==> config.mk <==
export PLATFORM = sky130hd
export DESIGN_NAME = key_click_classifier_flat
export DESIGN_NICKNAME = d
export VERILOG_FILES = /design/src/kcc_pkg.sv /design/src/kcc_key_if.sv /design/src/kcc_event_if.sv /design/src/kcc_cfg_regs.sv /design/src/kcc_classify.sv /design/src/key_click_classifier.sv /design/src/flat_wrapper.sv
export SDC_FILE = /design/constraint.sdc
export NUM_CORES = 1
export LEC_CHECK = 0
export BUFFER_PORTS_ARGS = -buffer_cell sky130_fd_sc_hd__buf_4
export CAP_MARGIN = 15
export CORE_ASPECT_RATIO = 1.5
export CORE_MARGIN = 2
export CORE_UTILIZATION = 55
export DETAILED_ROUTE_END_ITERATION = 8
export PLACE_DENSITY_LB_ADDON = 0.1
export REMOVE_ABC_BUFFERS = 1
export SYNTH_ARGS = -nofsm -noshare
export SYNTH_HDL_FRONTEND = slang
export SYNTH_SLANG_ARGS = --single-unit
==> constraint.sdc <==
create_clock -name clk -period 7.7 [get_ports clk]
set_clock_uncertainty 0.05 [all_clocks]
set_input_delay 0.385 -clock clk [delete_from_list [all_inputs] [get_ports clk]]
set_output_delay 0.385 -clock clk [all_outputs]
set_load 0.1 [all_outputs]
==> src/kcc_pkg.sv <==
// shared types and constants for the key click classifier
package kcc_pkg;

	localparam int unsigned TickW  = 8;
	localparam int unsigned LevelW = 2;
	localparam int unsigned CfgIdxW = 2;

	typedef logic [TickW-1:0]  tick_t;
	typedef logic [LevelW-1:0] level_t;

	typedef enum logic [2:0] {
		EV_NONE   = 3'd0,
		EV_PRESS  = 3'd1,
		EV_DOUBLE = 3'd2,
		EV_LONG   = 3'd3,
		EV_DLONG  = 3'd4,
		EV_HOLD   = 3'd5
	} event_t;

	typedef enum logic [1:0] {
		MODE_IDLE     = 2'd0,
		MODE_DEBOUNCE = 2'd1,
		MODE_DOWN     = 2'd2,
		MODE_LONG     = 2'd3
	} mode_t;

	typedef enum logic [CfgIdxW-1:0] {
		REG_DEBOUNCE = 2'd0,
		REG_LONG     = 2'd1,
		REG_HOLD     = 2'd2,
		REG_GAP      = 2'd3
	} cfg_reg_t;

	localparam tick_t DebounceReset = 8'd3;
	localparam tick_t LongReset     = 8'd100;
	localparam tick_t HoldReset     = 8'd100;
	localparam tick_t GapReset      = 8'd10;

	typedef struct packed {
		tick_t debounce_ticks;
		tick_t long_ticks;
		tick_t hold_ticks;
		tick_t gap_ticks;
	} cfg_t;

endpackage

==> src/kcc_key_if.sv <==
// input channel carrying one key sample word
interface kcc_key_if;
	logic valid;
	logic ready;
	logic key1_level;
	logic key2_level;
	logic key3_level;

	modport source (output valid, output key1_level, output key2_level, output key3_level,
		input ready);
	modport sink (input valid, input key1_level, input key2_level, input key3_level,
		output ready);
endinterface

==> src/kcc_event_if.sv <==
// output channel carrying one event word
interface kcc_event_if;
	logic       valid;
	logic       ready;
	logic [2:0] event_res;
	logic [1:0] key_id;

	modport source (output valid, output event_res, output key_id, input ready);
	modport sink (input valid, input event_res, input key_id, output ready);
endinterface

==> src/kcc_cfg_regs.sv <==
// configuration register bank
module kcc_cfg_regs (
	input  logic                       clk,
	input  logic                       arst_n,
	input  logic                       cfg_we,
	input  logic [kcc_pkg::CfgIdxW-1:0] cfg_index,
	input  kcc_pkg::tick_t             cfg_data,
	output kcc_pkg::cfg_t              cfg
);

	kcc_pkg::cfg_t cfg_q;

	always_ff @(posedge clk or negedge arst_n) begin
		if (!arst_n) begin
			cfg_q.debounce_ticks <= kcc_pkg::DebounceReset;
			cfg_q.long_ticks     <= kcc_pkg::LongReset;
			cfg_q.hold_ticks     <= kcc_pkg::HoldReset;
			cfg_q.gap_ticks      <= kcc_pkg::GapReset;
		end else if (cfg_we) begin
			unique case (kcc_pkg::cfg_reg_t'(cfg_index))
				kcc_pkg::REG_DEBOUNCE: cfg_q.debounce_ticks <= cfg_data;
				kcc_pkg::REG_LONG:     cfg_q.long_ticks     <= cfg_data;
				kcc_pkg::REG_HOLD:     cfg_q.hold_ticks     <= cfg_data;
				kcc_pkg::REG_GAP:      cfg_q.gap_ticks      <= cfg_data;
				default: ;
			endcase
		end
	end

	assign cfg = cfg_q;

endmodule

==> src/kcc_classify.sv <==
// gesture state machine: one state update and one event per sample
module kcc_classify (
	input  logic              clk,
	input  logic              arst_n,
	input  logic              step,
	input  kcc_pkg::level_t   lvl,
	input  kcc_pkg::cfg_t     cfg,
	output kcc_pkg::event_t   ev,
	output kcc_pkg::level_t   id
);

	kcc_pkg::mode_t  mode_q, mode_d;
	kcc_pkg::level_t last_q, last_d;
	kcc_pkg::tick_t  tick_q, tick_d;
	kcc_pkg::event_t pend_q, pend_d;
	kcc_pkg::level_t held_q, held_d;
	kcc_pkg::tick_t  tick_inc;
	kcc_pkg::tick_t  tick_run;
	logic            same;

	always_ff @(posedge clk or negedge arst_n) begin
		if (!arst_n) begin
			mode_q <= kcc_pkg::MODE_IDLE;
			last_q <= '0;
			tick_q <= '0;
			pend_q <= kcc_pkg::EV_NONE;
			held_q <= '0;
		end else if (step) begin
			mode_q <= mode_d;
			last_q <= last_d;
			tick_q <= tick_d;
			pend_q <= pend_d;
			held_q <= held_d;
		end
	end

	assign same     = (lvl == last_q);
	assign tick_inc = tick_q + kcc_pkg::tick_t'(1);
	assign tick_run = same ? tick_inc : '0;

	always_comb begin
		mode_d = mode_q;
		last_d = last_q;
		tick_d = tick_q;
		pend_d = pend_q;
		held_d = held_q;
		ev     = kcc_pkg::EV_NONE;
		id     = '0;
		unique case (mode_q)
			kcc_pkg::MODE_IDLE: begin
				if (!same) begin
					last_d = lvl;
					held_d = lvl;
					mode_d = kcc_pkg::MODE_DEBOUNCE;
					tick_d = '0;
				end else if (pend_q != kcc_pkg::EV_NONE) begin
					tick_d = tick_inc;
					if (tick_inc == cfg.gap_ticks) begin
						ev     = pend_q;
						id     = held_q;
						pend_d = kcc_pkg::EV_NONE;
						held_d = '0;
					end
				end
			end
			kcc_pkg::MODE_DEBOUNCE: begin
				last_d = lvl;
				mode_d = same ? kcc_pkg::MODE_DEBOUNCE : kcc_pkg::MODE_IDLE;
				tick_d = tick_run;
				if (tick_run == cfg.debounce_ticks) begin
					tick_d = '0;
					mode_d = kcc_pkg::MODE_DOWN;
				end
			end
			kcc_pkg::MODE_DOWN: begin
				tick_d = tick_run;
				if (!same) begin
					last_d = lvl;
					mode_d = kcc_pkg::MODE_IDLE;
					priority case (pend_q)
						kcc_pkg::EV_NONE:  pend_d = kcc_pkg::EV_PRESS;
						kcc_pkg::EV_PRESS: pend_d = kcc_pkg::EV_DOUBLE;
						default:           pend_d = kcc_pkg::EV_NONE;
					endcase
				end
				if (tick_run == cfg.long_ticks) begin
					tick_d = '0;
					mode_d = kcc_pkg::MODE_LONG;
				end
			end
			kcc_pkg::MODE_LONG: begin
				if (!same) begin
					tick_d = '0;
					last_d = lvl;
					mode_d = kcc_pkg::MODE_IDLE;
					priority case (pend_q)
						kcc_pkg::EV_NONE: pend_d = kcc_pkg::EV_LONG;
						kcc_pkg::EV_LONG: pend_d = kcc_pkg::EV_DLONG;
						default:          pend_d = kcc_pkg::EV_NONE;
					endcase
				end else if (tick_inc == cfg.hold_ticks) begin
					ev     = kcc_pkg::EV_HOLD;
					id     = held_q;
					tick_d = '0;
					last_d = '0;
					mode_d = kcc_pkg::MODE_IDLE;
					pend_d = kcc_pkg::EV_NONE;
					held_d = '0;
				end else begin
					tick_d = tick_inc;
				end
			end
			default: ;
		endcase
	end

endmodule

==> src/key_click_classifier.sv <==
// key click classifier top level: sample register, classifier, event register
// an accepted sample word reaches its event word through the sample register, then the event register
// throughput: one sample word per cycle while no event word is stalled downstream
// the sample register takes a new word while an event word waits downstream only if it is empty
// arst_n clears the state machine, both valid flags and the config registers to defaults
module key_click_classifier (
	input  logic                        clk,
	input  logic                        arst_n,
	kcc_key_if.sink                     key_in,
	kcc_event_if.source                 evt_out,
	input  logic                        cfg_we,
	input  logic [kcc_pkg::CfgIdxW-1:0] cfg_index,
	input  kcc_pkg::tick_t              cfg_data
);

	kcc_pkg::cfg_t   cfg;
	logic            valid_s1;
	logic [2:0]      keys_s1;
	logic            valid_s2;
	kcc_pkg::event_t ev_s2;
	kcc_pkg::level_t id_s2;
	kcc_pkg::level_t lvl;
	kcc_pkg::event_t ev;
	kcc_pkg::level_t id;
	logic            out_free;
	logic            step;

	kcc_cfg_regs u_cfg (
		.clk       (clk),
		.arst_n    (arst_n),
		.cfg_we    (cfg_we),
		.cfg_index (cfg_index),
		.cfg_data  (cfg_data),
		.cfg       (cfg)
	);

	assign out_free     = !valid_s2 || evt_out.ready;
	assign step         = valid_s1 && out_free;
	assign key_in.ready = !valid_s1 || out_free;

	always_ff @(posedge clk or negedge arst_n) begin
		if (!arst_n) begin
			valid_s1 <= 1'b0;
		end else if (key_in.ready) begin
			valid_s1 <= key_in.valid;
		end
	end

	always_ff @(posedge clk) begin
		if (key_in.ready && key_in.valid) begin
			keys_s1 <= {key_in.key3_level, key_in.key2_level, key_in.key1_level};
		end
	end

	// key one wins, then two, then three
	always_comb begin
		priority if (!keys_s1[0]) lvl = kcc_pkg::level_t'(1);
		else if (!keys_s1[1])     lvl = kcc_pkg::level_t'(2);
		else if (!keys_s1[2])     lvl = kcc_pkg::level_t'(3);
		else                      lvl = '0;
	end

	kcc_classify u_cls (
		.clk    (clk),
		.arst_n (arst_n),
		.step   (step),
		.lvl    (lvl),
		.cfg    (cfg),
		.ev     (ev),
		.id     (id)
	);

	always_ff @(posedge clk or negedge arst_n) begin
		if (!arst_n) begin
			valid_s2 <= 1'b0;
		end else if (out_free) begin
			valid_s2 <= valid_s1;
		end
	end

	always_ff @(posedge clk) begin
		if (step) begin
			ev_s2 <= ev;
			id_s2 <= id;
		end
	end

	assign evt_out.valid     = valid_s2;
	assign evt_out.event_res = ev_s2;
	assign evt_out.key_id    = id_s2;

endmodule

==> src/flat_wrapper.sv <==
// flat-port wrapper written by rule: the top's interface ports become plain ports
module key_click_classifier_flat 
  (clk, arst_n, cfg_we, cfg_index, cfg_data, key_in_valid, key_in_key1_level, key_in_key2_level, key_in_key3_level, key_in_ready, evt_out_valid, evt_out_event_res, evt_out_key_id, evt_out_ready);
  kcc_key_if key_in_i ();
  kcc_event_if evt_out_i ();
  input  logic clk;
  input  logic arst_n;
  input  logic cfg_we;
  input  logic [kcc_pkg::CfgIdxW-1:0] cfg_index;
  input  kcc_pkg::tick_t cfg_data;
  input wire logic [$bits(key_in_i.valid)-1:0] key_in_valid;
  input wire logic [$bits(key_in_i.key1_level)-1:0] key_in_key1_level;
  input wire logic [$bits(key_in_i.key2_level)-1:0] key_in_key2_level;
  input wire logic [$bits(key_in_i.key3_level)-1:0] key_in_key3_level;
  output wire logic [$bits(key_in_i.ready)-1:0] key_in_ready;
  output wire logic [$bits(evt_out_i.valid)-1:0] evt_out_valid;
  output wire logic [$bits(evt_out_i.event_res)-1:0] evt_out_event_res;
  output wire logic [$bits(evt_out_i.key_id)-1:0] evt_out_key_id;
  input wire logic [$bits(evt_out_i.ready)-1:0] evt_out_ready;
  assign key_in_i.valid = key_in_valid;
  assign key_in_i.key1_level = key_in_key1_level;
  assign key_in_i.key2_level = key_in_key2_level;
  assign key_in_i.key3_level = key_in_key3_level;
  assign key_in_ready = key_in_i.ready;
  assign evt_out_valid = evt_out_i.valid;
  assign evt_out_event_res = evt_out_i.event_res;
  assign evt_out_key_id = evt_out_i.key_id;
  assign evt_out_i.ready = evt_out_ready;
  key_click_classifier u_core (.clk(clk), .arst_n(arst_n), .key_in(key_in_i), .evt_out(evt_out_i), .cfg_we(cfg_we), .cfg_index(cfg_index), .cfg_data(cfg_data));
endmodule
==> results.md <==
- Status: completed
- Combined area of the multi-input logic cells: 1830 sq um
- Seq cells post-synth: 59
- Setup repair after global routing missed its margin: false
- Area of all placed cells without fillers: 3890 sq um
- Via count: 2539
- Slew Limit Headroom: 0.434
- Maximum ir drop on the vdd rail: 0.191 mV
- Count of routing violations after the opening detailed-route iteration: 113
- Hold-fix buffer count after cts: 0
- Ratio of routed vias to standard cells: 5.97
- Share of synthesized flip-flops with an asynchronous set or reset: 0.864
- Number of gates given a new drive strength after cts: 0
- Launching element of the worst setup path: u_core.u_cls.tick_q[0]
- Area share of the largest cell type after synthesis: 0.295
- All-layer global routing usage: 0.253
- Clock buffer depth: 2
- Setup crit end kind: flip-flop
- Achievable Freq: 276 MHz
- Final routed wirelength across all metal layers: 7690 um
- Number of buffers added on ports: 24
- Placeable Area: 6130 sq um
- Final critical delay including setup and external delays: 3.62 ns
- Reg2Reg Launch Point: u_core.u_cls.tick_q[0]
- Number of distinct library cells after synthesis: 60
- Number of setup buffers added after CTS: 0
- Register area: 1530 sq um
- Total of endpoints with negative setup slack in the final report: 0
- Leak Pwr: 1.57 nW
- Die width: 68.9 um
- Initial antenna violation count: 0
- Clock transition time at the flip-flop clock pins of the worst setup and hold paths: 0.06 ns
- Post-synth top flop: dfrtp_1
- Total global routing overflow: 0
- Fillcell total: 530
- Proportion of layout cells with a drive suffix above 1: 0.285
- Startpoint type of the worst setup path: flip-flop
- MaxCap Viol Count: 0
- Largest cells by area after synthesis: dfrtp_1 30%, mux2_2 10%, dfstp_2 7.6%
- Pins over their slew limit: 0
- Syn Area/Cell: 10.8 sq um
- Vias in the first global route: 2683
- Placer Congestion: 0.938
- Clock latency at the later pin of the worst-skew pair: 0.34 ns
- Synth Instances: 322
- Sequential share of the synthesized area: 0.440
- Worst hold path type: input pin to asynchronous set/reset pin
- Number of flops mapped to enable cells by yosys: 8
- Starting density of the core: 0.566
- Most area-hungry cell type in the Yosys netlist: dfrtp_1
- Clock root cell: clkbuf_8
- Number of hold violations in the final report: 0
- Most common library cells after synthesis: 41 x dfrtp_1, 31 x mux2_2, 24 x nand2_1, 24 x xnor2_1, 16 x nor2_1
- Number of warnings printed during yosys synthesis: 0
- Site row count: 35
- Post-route non-filler standard cell count: 425
- N_diodes: 0
- Transition time of the tightest slew-check pin: 0.845 ns
- CTS H-Tree Depth: 3
- CP Data Required Time: 7.87 ns
- Ratio of final minimum period to clock period: 0.471
- Total power divided by cell area: 264 nW/um^2
- Post-synthesis to final-layout area growth: 12.1%
- Largest fanout of any net on the critical path: 12
- Number of antenna-violating nets in the routed design: 0
- Number of buffers created by CTS: 9
- Post-synthesis cell area: 3470 sq um
- Clock tree from TritonCTS: built
- HPWL after detailed placement: 5680 um
- Placed instance area: 3680 sq um
- Final #Nets: 371
- Die Span Y: 101 um
- Global-route wire length before repair: 12900 um
- Critical path data arrival time: 3.80 ns
- Cell count after placement: 409
- Most instantiated library cell after synthesis: dfrtp_1
- Setup TNS: 0 ns
- # DRC: 0
- Top-Level Pins: 25
- TritonRoute pass-1 iters: 4
- Mean routed wirelength per cell: 18.1 um
- Maximum number of pins on one net before global-route repair: 52
- Die Footprint: 6980 sq um
- Num Clock Sinks: 59
- Classification of the worst setup path: flip-flop to flip-flop
==> flip-flops by register name (all words and copies together), names as in the netlist <==
| name | count |
|---|---|
| u_core.evt_out.event_res | 3 |
| u_core.u_cls.pend_q | 3 |
| u_core.u_cfg.cfg | 32 |
| u_core.u_cls.last_q | 2 |
| u_core.u_cls.mode_q | 2 |
| u_core.u_cls.held_q | 2 |
| u_core.evt_out.valid | 1 |
| u_core.u_cls.tick_q | 8 |
| u_core.keys_s1 | 3 |
| u_core.valid_s1 | 1 |
| u_core.evt_out.key_id | 2 |
==> report_power, final <==
group | switching, mW | leakage [nW] | internal (mW)
sequential | 0.0527 | 0.694 | 0.375
clock | 0.121 | 0.101 | 0.179
combinational | 0.166 | 0.777 | 0.133
total | 0.339 | 1.57 | 0.688
==> worst max-delay path, stage by stage (launching register included) <==
cell and delay (ns):
dfrtp_1 0.57, ha_1 0.43, and3_4 0.28, xor2_1 0.26, nor3b_1 0.08, a2111oi_0 0.61
and4b_1 0.32, o211a_1 0.22, o21ai_0 0.32, mux2_2 0.37
==> per-layer routing <==
metal / track usage / vias to the layer above / part of all wire
li1: - / 1212 / -
met1: 0.291 / 1245 / 0.40
met2: 0.436 / 60 / 0.54
met3: 0.0522 / 22 / 0.031
met4: 0.124 / 0 / 0.033
met5: 0 / - / 0
==> worst paths after layout <==
| kind | endpoint | slack, ns | cells after the start |
|---|---|---|---|
| worst max-delay path | u_core.u_cls.mode_q[0] | 4.08 | 9 |
| worst min-delay path | u_core.u_cls.mode_q[0] | 0.01 | 1 |
| worst max register to register | u_core.u_cls.mode_q[0] | 4.08 | 9 |
| worst min register to register | u_core.evt_out.valid | 0.43 | 1 |
| max in group asynchronous | u_core.u_cfg.cfg[17] | 7.13 | 1 |
| min in group clk | u_core.keys_s1[0] | 0.17 | 1 |
==> cell usage in the layout, fill, tap and decap left out, types with 9 or more instances in the layout <==
cell type | netlist | layout
clkbuf_8 | 0 | 9
nand2_1 | 24 | 24
nor3_1 | 9 | 9
buf_4 | 0 | 26
mux2_2 | 31 | 31
a21oi_1 | 13 | 13
nor2_1 | 16 | 16
dfstp_2 | 10 | 10
o21ai_0 | 12 | 12
nand3_1 | 11 | 11
dfrtp_1 | 41 | 41
inv_1 | 10 | 10
xnor2_1 | 24 | 24
xor2_1 | 9 | 9
==> final cells by class <==
type                            count  area share
Inverter                           10     0.00965
Clock buffer                       10      0.0328
Sequential cell                    59       0.393
Timing Repair Buffer               26      0.0502
Clock inverter                      6      0.0206
Tap cell                           74      0.0238
Multi-Input combinational cell    240       0.470
==> kinds of logic (layout without fill, tap and decap cells) <==
kind of cell | Yosys count | in the layout | share of synthesized area
AOI/OAI and AO/OA | 55 | 55 | 0.107
DFF | 59 | 59 | 0.440
xor gates and xnor gates | 36 | 36 | 0.101
muxes | 38 | 38 | 0.125
and+or+nand+nor | 104 | 104 | 0.167
adders and majority gates | 7 | 7 | 0.0252
buffers and inverters | 23 | 52 | 0.0342
==> per-stage QoR <==
stage,hold slack (ns),power [mW],util,setup WS [ns]
finish,0.0126,1.03,0.635,4.08
global route,0.0782,1.09,0.635,3.75
detailed placement,0.412,0.728,0.601,4.10
CTS,0.0420,1.03,0.635,4.07
global placement,0.409,0.723,0.601,4.12
floorplan,0.0394,0.640,-,4.43
Power figures use the tool's default switching activity.
